## config.mk

```make
export PLATFORM = sky130hd
export DESIGN_NAME = lgs_row_rule
export DESIGN_NICKNAME = d
export VERILOG_FILES = /design/src/sv/lgs_pkg.sv /design/src/sv/lgs_row_rule.sv
export SDC_FILE = /design/constraint.sdc
export NUM_CORES = 2
export LEC_CHECK = 0
export BUFFER_PORTS_ARGS = -buffer_cell sky130_fd_sc_hd__buf_2
export CORE_AREA = 5 5 404 406
export DETAILED_ROUTE_END_ITERATION = 8
export DIE_AREA = 0 0 409 411
export GPL_ROUTABILITY_DRIVEN = 1
export PLACE_DENSITY = 0.55
export SYNTH_ARGS = -nofsm -noshare
export SYNTH_HDL_FRONTEND = slang
export SYNTH_SLANG_ARGS = --single-unit
```

## constraint.sdc

```tcl
create_clock -name vclk -period 2.75
set_input_delay 0 -clock vclk [all_inputs]
set_output_delay 0 -clock vclk [all_outputs]
set_load 0.01 [all_outputs]
```

## src/sv/lgs_pkg.sv

```systemverilog
`default_nettype none
// ----------------------------------------------------------------------------
// lgs_pkg
// shared types and constants of the life grid generation step block
// ----------------------------------------------------------------------------
package lgs_pkg;

    localparam int DEF_MAX_ROWS = 64;
    localparam int DEF_MAX_COLS = 256;

    localparam int OP_W     = 2;
    localparam int ROW_IDX_W = 6;
    localparam int COL_IDX_W = 8;
    localparam int ROWS_CFG_W = 7;
    localparam int COLS_CFG_W = 9;
    localparam int CFG_IDX_W  = 4;
    localparam int CFG_DATA_W = 16;
    localparam int POP_W      = 15;
    localparam int GEN_W      = 32;

    localparam logic [CFG_IDX_W-1:0] CFG_ROWS = 4'd0;
    localparam logic [CFG_IDX_W-1:0] CFG_COLS = 4'd1;

    localparam logic [ROWS_CFG_W-1:0] ROWS_RESET = 7'd64;
    localparam logic [COLS_CFG_W-1:0] COLS_RESET = 9'd256;

    localparam int DIM_MIN = 3;

    localparam logic [POP_W-1:0] POP_MAX = 15'h7fff;

    localparam logic [3:0] NB_SURVIVE = 4'd2;
    localparam logic [3:0] NB_BIRTH   = 4'd3;

    typedef enum logic [OP_W-1:0] {
        OP_WRITE = 2'd0,
        OP_READ  = 2'd1,
        OP_STEP  = 2'd2,
        OP_CLEAR = 2'd3
    } t_op;

endpackage
`default_nettype wire

```

## src/sv/lgs_row_rule.sv

```systemverilog
`default_nettype none
// ----------------------------------------------------------------------------
// lgs_row_rule
// next generation of one grid row from the old rows above, at and below it
// ----------------------------------------------------------------------------
module lgs_row_rule #(
    parameter int COLS = 256
) (
    input  logic [COLS-1:0]          i_prev,
    input  logic [COLS-1:0]          i_cur,
    input  logic [COLS-1:0]          i_next,
    input  logic                     i_row_interior,
    input  logic [$clog2(COLS+1)-1:0] i_cols_eff,
    output logic [COLS-1:0]          o_row
);
    import lgs_pkg::*;

    always_comb begin
        logic [COLS+1:0] p;
        logic [COLS+1:0] m;
        logic [COLS+1:0] n;
        logic [3:0]      nb;
        logic            alive;
        p = {1'b0, i_prev, 1'b0};
        m = {1'b0, i_cur, 1'b0};
        n = {1'b0, i_next, 1'b0};
        for (int c = 0; c < COLS; c++) begin
            nb = 4'(p[c]) + 4'(p[c+1]) + 4'(p[c+2]) + 4'(m[c]) + 4'(m[c+2])
               + 4'(n[c]) + 4'(n[c+1]) + 4'(n[c+2]);
            if (m[c+1]) begin
                alive = (nb == NB_SURVIVE) || (nb == NB_BIRTH);
            end else begin
                alive = (nb == NB_BIRTH);
            end
            o_row[c] = i_row_interior && (c >= 1) && ((c + 1) < int'(i_cols_eff)) && alive;
        end
    end

endmodule
`default_nettype wire

```

==> run metrics <==
status=complete, but fails checks; failing checks=negative setup slack; Yosys top cell by area=fa_1; gr usage total=0.245; period utilisation layout=1.13; Worst Setup End Kind=output port; vias per cell=4.71; pwr/cell area=370 nW/µm²; Fin. Hold Viols=0; share of cells above drive strength 1=0.505; Startpoint Class=input pin; M2 GR Usage=0.426; MaxCap Viol Count=0; critical path arrival=3.10 ns; most common cell in the netlist=inv_1; HPWL Detailed=188000 µm; CP startpoint=i_prev[48]; port bufs=1033; largest delay contributor family on the critical path=adder cells; critical path class=input pin to output port; FF+latch area=0 µm²; TNS Setup=-38.79 ns; fmax=322 MHz; # IOs=1034; Peak VDD IR=0.173 mV; largest net degree at the start of global routing=33; GPL Wtd Cong=0.959; Post-synth top cells=1785 x inv_1, 1018 x fa_1, 763 x ha_1; number of remaining DRC errors=0; Netlist Area Pre-Place=46300 µm²; register area share after synthesis=0; hold path start=i_cur[96]; final WL=212000 µm; first-pass GRT wire length=306000 µm; Tightest Hold Check Type=input pin to output port; antenna violations before repair=58; die height=411 µm; Leakage=34.9 nW; syn nets=7750; Final WS setup=-0.353 ns; top cell type's share of synthesized area=0.440; GRT busiest layer=met2; pre-CTS WS=-0.690 ns; worst-path cell chain=buf_8 -> inv_4 -> buf_6 -> fa_1 -> fa_2 -> fa_1 -> inv_2 -> ha_4 -> fa_2 -> o21ai_2 -> a2111oi_2 -> buf_2; critical path buffer and inverter count=5; ANT nets after route=0; drt wl/cell=23.0 µm; area of the core=159000 µm²; TritonRoute pass-1 iters=4; Min Hold Slack=0.390 ns; Worst slew margin=0.0917; Cells after Synth=5191; syn avg cell area=8.92 µm²; Slew @ Worst Pin=1.36 ns; Iteration-0 DRC Markers=1950; met1 track demand over resource=0.305; fin util=0.443; slowest stage cell, crit path=fa_1; CLK BUF=0; vias post-DR=43400; slowest cell delay on critical path=0.57 ns; die width=409 µm; Worst Path Max Fanout=2; Worst EP required=2.75 ns; Area growth, synth to finish=52.4%; die area=168000 µm²; Cells after DPL=9049; Ys Warns=0; Max Slew Vio Count=0; unrepaired setup endpoints after global routing=yes; # fillers=15500; Synth cell types=64; Initial Util=0.290; vias in the first global route=46900; FP Rows=147; grt total ovfl=0; nets=9650; Synth area leaders=fa_1 44%, ha_1 21%, inv_1 14%, a21oi_1 4.6%, a2111oi_0 2.2%; Non-Filler Instances=9204; met3 Usage GRT=0.0427; final setup fails=254; crit path time final=3.10 ns; seq_cells=0
[cell type report]
type / instances / area [µm²] / share of cell area
Timing Repair Buffer: 1967 / 15300 / 0.217
Tap cell: 2086 / 2610 / 0.0370
Antenna cell: 29 / 72.6 / 0.00103
Multi-Input combinational cell: 3337 / 45200 / 0.641
Inverter: 1785 / 7350 / 0.104
[repair_timing]
action,CTS,global route
setup buffers,62,66
endpoints found under the setup margin,254,254
gates resized for setup,2017,690
pin swaps,1003,799
hold buffers,0,0
[layout by cell type, fill, tap and decap left out, types with 72 or more instances in the layout]
cell       count
buf_8        149
inv_1       1268
a2111oi_2     83
nand3_1       95
fa_1         771
inv_4        194
or2_4         72
buf_2        597
inv_2        291
a2111oi_4     75
buf_6        191
nor2_1       116
o21ai_1       76
ha_4         106
fa_2         247
buf_4       1011
a21oi_1      379
ha_1         516
ha_2         141
and2_1       163
o21ai_2       95
[through the flow]
stage          total power [mW]  instance area (µm²)
2_1_floorplan              13.8                47600
4_1_cts                    24.2                67200
5_1_grt                    29.4                70600
6_report                   26.1                70600
3_3_place_gp               19.8                61400
3_5_place_dp               20.7                61400
[power breakdown]
part / total, mW / internal [mW] / switching, mW
Clock: 0.00000121 / 0.00000121 / 0
Combinational: 26.1 / 12.2 / 13.9
Sequential: 0 / 0 / 0
[worst min-delay path, cell delays in order]
cell	delay [ns]
buf_8	0.10
o21ai_2	0.11
a2111oi_2	0.04
buf_2	0.13
[metal layers]
layer / up-vias / wire length (µm) / share of wire
li1: 20200 / - / -
met2: 1137 / 103000 / 0.49
met3: 328 / 12400 / 0.058
met1: 21700 / 85600 / 0.40
met4: 42 / 10400 / 0.049
met5: - / 254 / 0.0012
[cells by family after synthesis]
family	count (synthesis)	share of synthesized area
AOI/OAI and AO/OA	964	0.133
adders and majority gates	1781	0.646
buffers and inverters	1854	0.153
other	1	0.0000810
and+or+nand+nor	591	0.0683
[final timing paths]
path,to,depth (start not counted)
worst max-delay path,o_row[49],12
worst min-delay path,o_row[96],4
Note: power is estimated with default switching activity, not from simulation.
