<file path="src/sv/lgs_ram.sv">
`default_nettype none
// ----------------------------------------------------------------------------
// lgs_ram
// generic simple dual-port ram, one write port, one registered read port
// ----------------------------------------------------------------------------
module lgs_ram #(
    parameter int WIDTH = 8,
    parameter int DEPTH = 16
) (
    input  logic                     i_clk,
    input  logic                     i_wr_en,
    input  logic [$clog2(DEPTH)-1:0] i_wr_addr,
    input  logic [WIDTH-1:0]         i_wr_data,
    input  logic [$clog2(DEPTH)-1:0] i_rd_addr,
    output logic [WIDTH-1:0]         o_rd_data
);

    logic [WIDTH-1:0] r_mem [DEPTH];
    logic [WIDTH-1:0] r_rd_data;

    always_ff @(posedge i_clk) begin
        if (i_wr_en) begin
            r_mem[i_wr_addr] <= i_wr_data;
        end
        r_rd_data <= r_mem[i_rd_addr];
    end

    assign o_rd_data = r_rd_data;

endmodule
`default_nettype wire

</file>
<file path="config.mk">
export PLATFORM = sky130hd
export DESIGN_NAME = lgs_ram
export DESIGN_NICKNAME = d
export VERILOG_FILES = /design/src/sv/lgs_ram.sv
export SDC_FILE = /design/constraint.sdc
export NUM_CORES = 1
export LEC_CHECK = 0
export BUFFER_PORTS_ARGS = -buffer_cell sky130_fd_sc_hd__buf_2
export CORE_ASPECT_RATIO = 1.5
export CORE_MARGIN = 2
export CORE_UTILIZATION = 60
export CTS_CLUSTER_DIAMETER = 80
export CTS_CLUSTER_SIZE = 24
export DETAILED_ROUTE_END_ITERATION = 16
export PLACE_DENSITY = 0.88
export SETUP_SLACK_MARGIN = 0.4
export SLEW_MARGIN = 20
export SYNTH_ARGS = -nofsm -noshare
export SYNTH_HDL_FRONTEND = slang
export SYNTH_SLANG_ARGS = --single-unit
</file>
<file path="constraint.sdc">
create_clock -name i_clk -period 2 [get_ports i_clk]
set_input_delay 0.2 -clock i_clk [delete_from_list [all_inputs] [get_ports i_clk]]
set_output_delay 0.2 -clock i_clk [all_outputs]
set_load 0.02 [all_outputs]
</file>
==> metrics.cfg, run 1 <==
[status]
run_status=complete, no violations

[route]
routed_wl_um=10600
ant_nets=0
drc=0
drt-met1-wl_um=4030
dr_wl_met2_um=5540
dr_wl_met3_um=684
vias=2602
routedWlPerCell_um=26.4
first_iter_violations=334
top_layer_used=met4
avgViaCountPerCell=6.46
first_pass_iters=5

[worst_setup_path]
crit_path_max_fanout=1
setup.worst_path.start_class=register
crit_required_ns=2.27
cp.arrival_ns=1.70
criticalPathCategory=reg2reg
crit_path_end_kind=register

[synthesis]
synth_simple_gate_area_share_pct=3.18
ys_ff_latch=136
ys_types=19
synthCells=229
synth_mux_area_share_pct=15.0
synth_compound_area_share_pct=2.33
synthAdderAreaFrac_pct=0
synth_fp_nets=247
synth_seq_area_share_pct=77.8
synth_top_area_share_pct=74.7
postSynthAreaPerCell_sq_um=22.5
synth_largest_area_cell=edfxtp_1
synth-xor-area-share_pct=0
synth_warnings=0
synth_top_family_by_area=multiplexers
synth_area_sq_um=5150
synthTopCellsByArea=edfxtp_1 75%, mux4_2 7.9%, mux4_1 7.1%

[pwr]
power.density_nw_per_um2=1110
combinationalPowerShare_pct=4.8
switching_share_pct=19.1
clockPowerShare_pct=48.2
leakage_nw=2.12
seq_power_share_pct=47.1
irDropWorstVdd_uv=726
p_int_mw=5.52
power_mw=6.82
power_switching_mw=1.31

[hold_path]
hp-class=in2reg

[clocking]
clkTransAtPathRegs_ns=0.05
cts_made_buffers=17
insertion_delay_ns=0.40
cts-resized-gates=0
root_buffer=clkbuf_16
tritoncts=built
h-tree-depth=4
cts_setup_buffers=0
cts_hold_buf=0
cts.sinks=136
clockBufferDepth=2

[finish]
stdcell_count=403
fillers=461
multiInputGateArea_sq_um=1060
final_common_cell=edfxtp_1
stdcell_area_sq_um=6150
seqCellArea_sq_um=4000
n_antenna_cell=0
utilization_pct=73.5
area_delta_synth_final_pct=19.4
layout_common_cells=128 x edfxtp_1, 25 x buf_2, 18 x mux4_2, 17 x clkbuf_16, 17 x buf_4
nets=301
drive_above_1_share_pct=32.1

[flow_run]
cap_violations=0

[sta]
finalWorstSetupSlack_ns=0.574
hold_ws_ns=0.181
fin_crit_ns=1.43
fmax_mhz=701
worst_pin_slew_ns=0.673
period_share_pct=71.3
setup_viol=0
rsz0062_at_grt=false
slew_viol_final=0
slew_headroom_pct=55.0
final.setup_skew_ns=0.00620
final.setup.tns_ns=0
finalHoldViolations=0

[floorplanning]
ioPinCount=26
core_sq_um=8360
initial_core_util_pct=61.6
die-area_sq_um=9350
die_y_um=117
fp.dieW_um=79.6
rows=41

[placed_design]
place_inst=371
routabilityCongestion=0.797
pre_cts_ws_ns=0.291
dp_hpwl_um=6360
numPortBuffers=25
place_area_sq_um=5510

[global_route]
track_usage_pct=25.5
grt_max_degree=33
antenna_found_initial=0
grt_pass1_wl_um=16500
grt_pass1_vias=2727
gr-total-overflow=0

-- critical path: stages (launching register included) --
cell and delay (ns):
edfxtp_1 0.37, mux4_1 0.52, a22oi_1 0.29, nand2_1 0.12
-- layer usage --
metal	vias to the layer above	global-route usage, %
li1	1083	-
met1	1332	33.1
met2	158	39.8
met3	29	7.23
met4	0	11.9
met5	-	0
-- Yosys cell counts --
library cell / instances
a22oi_1: 16
and2_1: 1
and2b_1: 1
buf_2: 3
buf_4: 1
buf_6: 3
clkdlybuf4s25_2: 3
dfxtp_1: 8
edfxtp_1: 128
mux4_1: 14
mux4_2: 18
nand2_1: 9
nand2b_1: 2
nand3_1: 1
nand3b_1: 2
nor2_1: 13
nor2b_1: 1
nor3_1: 4
or3b_2: 1
-- cell type report --
cell class                 instances  share of cell area, %
timing repair buffer              45                   5.09
sequential                       136                   65.1
tap                              107                   2.18
clock buffer                      18                   6.98
clock inverter                    14                   3.34
multi-input combinational         83                   17.3
-- cells by family (layout without fill, tap and decap cells) --
group / Yosys count / in the layout
buf+inv: 10 / 77
mux: 32 / 32
simple gates: 35 / 35
compound gates: 16 / 16
flops: 136 / 136
-- registers in the layout (all words and copies together) (netlist names) --
signal / count
r_mem: 128
o_rd_data: 8
-- path summary, 6_finish.rpt --
| kind | start | cells past startpoint | slack, ns | end |
|---|---|---|---|---|
| max | r_mem[8][5]$_DFFE_PP_ | 3 | 0.57 | o_rd_data[5]$_DFF_P_ |
| min | i_wr_data[5] | 1 | 0.18 | r_mem[12][5]$_DFFE_PP_ |
| max reg2reg | r_mem[8][5]$_DFFE_PP_ | 3 | 0.57 | o_rd_data[5]$_DFF_P_ |
| min reg2reg | r_mem[14][1]$_DFFE_PP_ | 3 | 0.70 | o_rd_data[1]$_DFF_P_ |
-- power by group through the flow --
| stage | Combinational (mW) | Clock, mW | Sequential [mW] |
|---|---|---|---|
| 2_1_floorplan | 0.162 | 0 | 3.28 |
| 3_3_place_gp | 0.303 | 0 | 3.26 |
| 3_5_place_dp | 0.319 | 0 | 3.27 |
| 4_1_cts | 0.327 | 3.31 | 3.21 |
| 5_1_grt | 0.349 | 3.45 | 3.21 |
| 6_report | 0.326 | 3.29 | 3.21 |
Power figures use the tool's default switching activity.
==> run 2: changes to the inputs <==
Settings changed: ABC_AREA set to 1, CORE_UTILIZATION 60 to 55, PLACE_DENSITY 0.88 to 0.85.
Clock period 2 ns to 1.15 ns, I/O delays scaled along.
==> run 2 against run 1 <==
Net effect:
- setup slack got worse by 0.45 ns
- power up 67%
- maximum frequency grew 39%
- first-iteration DRC count is 24% higher
- count of clock-buffer cells in the layout rose by 9
- sequential power grew 74%
- clock power grew 48%
- cell area up 15%
- non-clock buffer count shrank 4
- routed wire length rose by 33%
- die area rose by 21%
- cell count is 84% higher
- critical path type unchanged
- highest routed layer unchanged
==> metrics.cfg, run 2 <==
[status]
run_status=complete, no violations

[floorplanning]
core_sq_um=10200
fp.dieW_um=87.6
initial_core_util_pct=56.6
rows=45
die-area_sq_um=11300
die_y_um=129
ioPinCount=26

[hold_path]
hp-class=in2reg
min_from=i_rd_addr[3]
min_path_cells=3
hold_end=o_rd_data[7]$_DFF_P_

[route]
vias=4009
avgViaCountPerCell=5.41
first_pass_iters=5
drc=0
routed_wl_um=14100
ant_nets=0
first_iter_violations=414
routedWlPerCell_um=19.1

[placed_design]
routabilityCongestion=0.916
place_inst=708
pre_cts_ws_ns=-0.0679
numPortBuffers=25
dp_hpwl_um=8080

[global_route]
track_usage_pct=26.7
grt_pass1_wl_um=21400
antenna_found_initial=0
grt_pass1_vias=4051
gr-total-overflow=0
grt_max_degree=65

[clocking]
clkTransAtPathRegs_ns=0.06
root_buffer=clkbuf_16
cts_made_buffers=17
cts_hold_buf=0
cts.sinks=136
h-tree-depth=4
clockBufferDepth=2
insertion_delay_ns=0.42
tritoncts=built

[finish]
area_delta_synth_final_pct=22.7
layout_common_cells=163 x nand2_1, 128 x edfxtp_1, 94 x inv_1, 50 x nand3_2, 44 x nand3_1
fillers=637
largest_register_ffs=128
regMostFlops=r_mem
stdcell_count=741
drive_above_1_share_pct=26.7
nets=605
n_antenna_cell=0
final_common_cell=nand2_1

[pwr]
power.density_nw_per_um2=1610
irDropWorstVdd_uv=1210
leakage_nw=3.01

[sta]
finalHoldViolations=0
worst_pin_slew_ns=0.457
slew_headroom_pct=69.5
final.setup_skew_ns=0.0112
setup_viol=0
slew_viol_final=0
rsz0062_at_grt=true
finalWorstSetupSlack_ns=0.124
fmax_mhz=975
period_share_pct=89.2
fin_crit_ns=1.03
hold_ws_ns=0.0429

[synthesis]
ys_types=12
synthCells=551
synth.most_common_cell=nand2_1
synth_area_sq_um=5770
ys_top_cells_by_count=173 x nand2_1, 128 x edfxtp_1, 100 x inv_1
synth_warnings=0
synth_top_area_share_pct=66.7
synthTopCellsByArea=edfxtp_1 67%, nand2_1 11%, nand3_1 8.4%
synth_seq_area_share_pct=69.4
synth_fp_nets=569
postSynthAreaPerCell_sq_um=10.5
async_flop_share_pct=0
synth-edff-count=128
ys_ff_latch=136
synth_largest_area_cell=edfxtp_1
synthFlopType=edfxtp_1

[worst_setup_path]
critical-path-top-delay-family=flip-flops
crit_required_ns=1.47
crit_path_max_fanout=1
rr_worst_depth=6
crit_path_end_kind=register
crit_chain=inv_2 -> nand2_2 -> nand3_4 -> nand3_4 -> nand3_2 -> nand2_1
r2r-end=o_rd_data[2]$_DFF_P_
cp_slowest_cell=edfxtp_1
reg2reg_from=r_mem[9][2]$_DFFE_PP_
setup.worst_path.start_class=register
criticalPathCategory=reg2reg
worst-path-buf-inv=1
worstSetupStartpoint=r_mem[9][2]$_DFFE_PP_
reg2reg_slack_ns=0.12
cp.arrival_ns=1.34
crit_top_cell=nand3_4
cp_slowest_stage_delay_ns=0.42

[flow_run]
cap_violations=0

-- run 2: how the worst max path moves through the flow --
| stage | cells past startpoint | slack [ns] | to |
|---|---|---|---|
| detailed placement | 4 | -0.07 | r_mem[9][4]$_DFFE_PP_ |
| global route | 6 | 0.08 | o_rd_data[2]$_DFF_P_ |
| finish | 6 | 0.12 | o_rd_data[2]$_DFF_P_ |
| floorplan | 2 | 0.16 | r_mem[10][0]$_DFFE_PP_ |
| CTS | 1 | 0.13 | o_rd_data[2] |
| global placement | 4 | -0.05 | r_mem[10][3]$_DFFE_PP_ |
-- run 2: through the flow --
stage | cell area [sq um] | utilization (%) | power, mW | setup TNS, ns
after floorplan | 5970 | - | 6.16 | 0
after global placement | 6190 | 60.8 | 6.40 | -1.59
after detailed placement | 6190 | 60.8 | 6.43 | -2.01
after CTS | 7010 | 68.8 | 11.4 | 0
after global routing | 7080 | 69.5 | 11.7 | 0
final | 7080 | 69.5 | 11.4 | 0
-- run 2: worst reg2reg max path: stages, from the launching register on --
cell and delay [ns]:
edfxtp_1 0.42, inv_2 0.08, nand2_2 0.07, nand3_4 0.10, nand3_4 0.09, nand3_2 0.11
nand2_1 0.05
-- run 2: cell families after synthesis --
kind of cell | synth area share [%]
buffers and inverters | 9.52
DFF | 69.4
and+or+nand+nor | 21.0
-- run 2: what timing repair did --
action	CTS	global route
resized for setup	71	17
setup endpoints to repair	48	39
setup buffers	1	0
pin swaps	30	15
gates cloned	0	0
-- run 2: where the power goes --
part	internal [mW]	switching, mW
combinational	0.290	0.627
clock	3.01	1.85
sequential	5.55	0.0419
total	8.85	2.52
-- run 2: layout make-up --
| class | count | area, sq um | share of cell area, % |
|---|---|---|---|
| Sequential cell | 136 | 4010 | 56.7 |
| Tap cell | 141 | 176 | 2.49 |
| Inverter | 102 | 390 | 5.52 |
| Clock buffer | 27 | 473 | 6.68 |
| Multi-Input combinational cell | 289 | 1630 | 23.1 |
| Clock inverter | 5 | 50.0 | 0.707 |
| Timing Repair Buffer | 41 | 340 | 4.81 |
-- run 2: routing by layer --
| layer | global-route usage (%) | wire, um | vias up |
|---|---|---|---|
| met4 | 15.3 | 718 | 0 |
| met3 | 6.50 | 1120 | 58 |
| li1 | - | - | 1846 |
| met1 | 30.5 | 4900 | 1864 |
| met5 | 0 | 0 | - |
| met2 | 45.2 | 7400 | 241 |
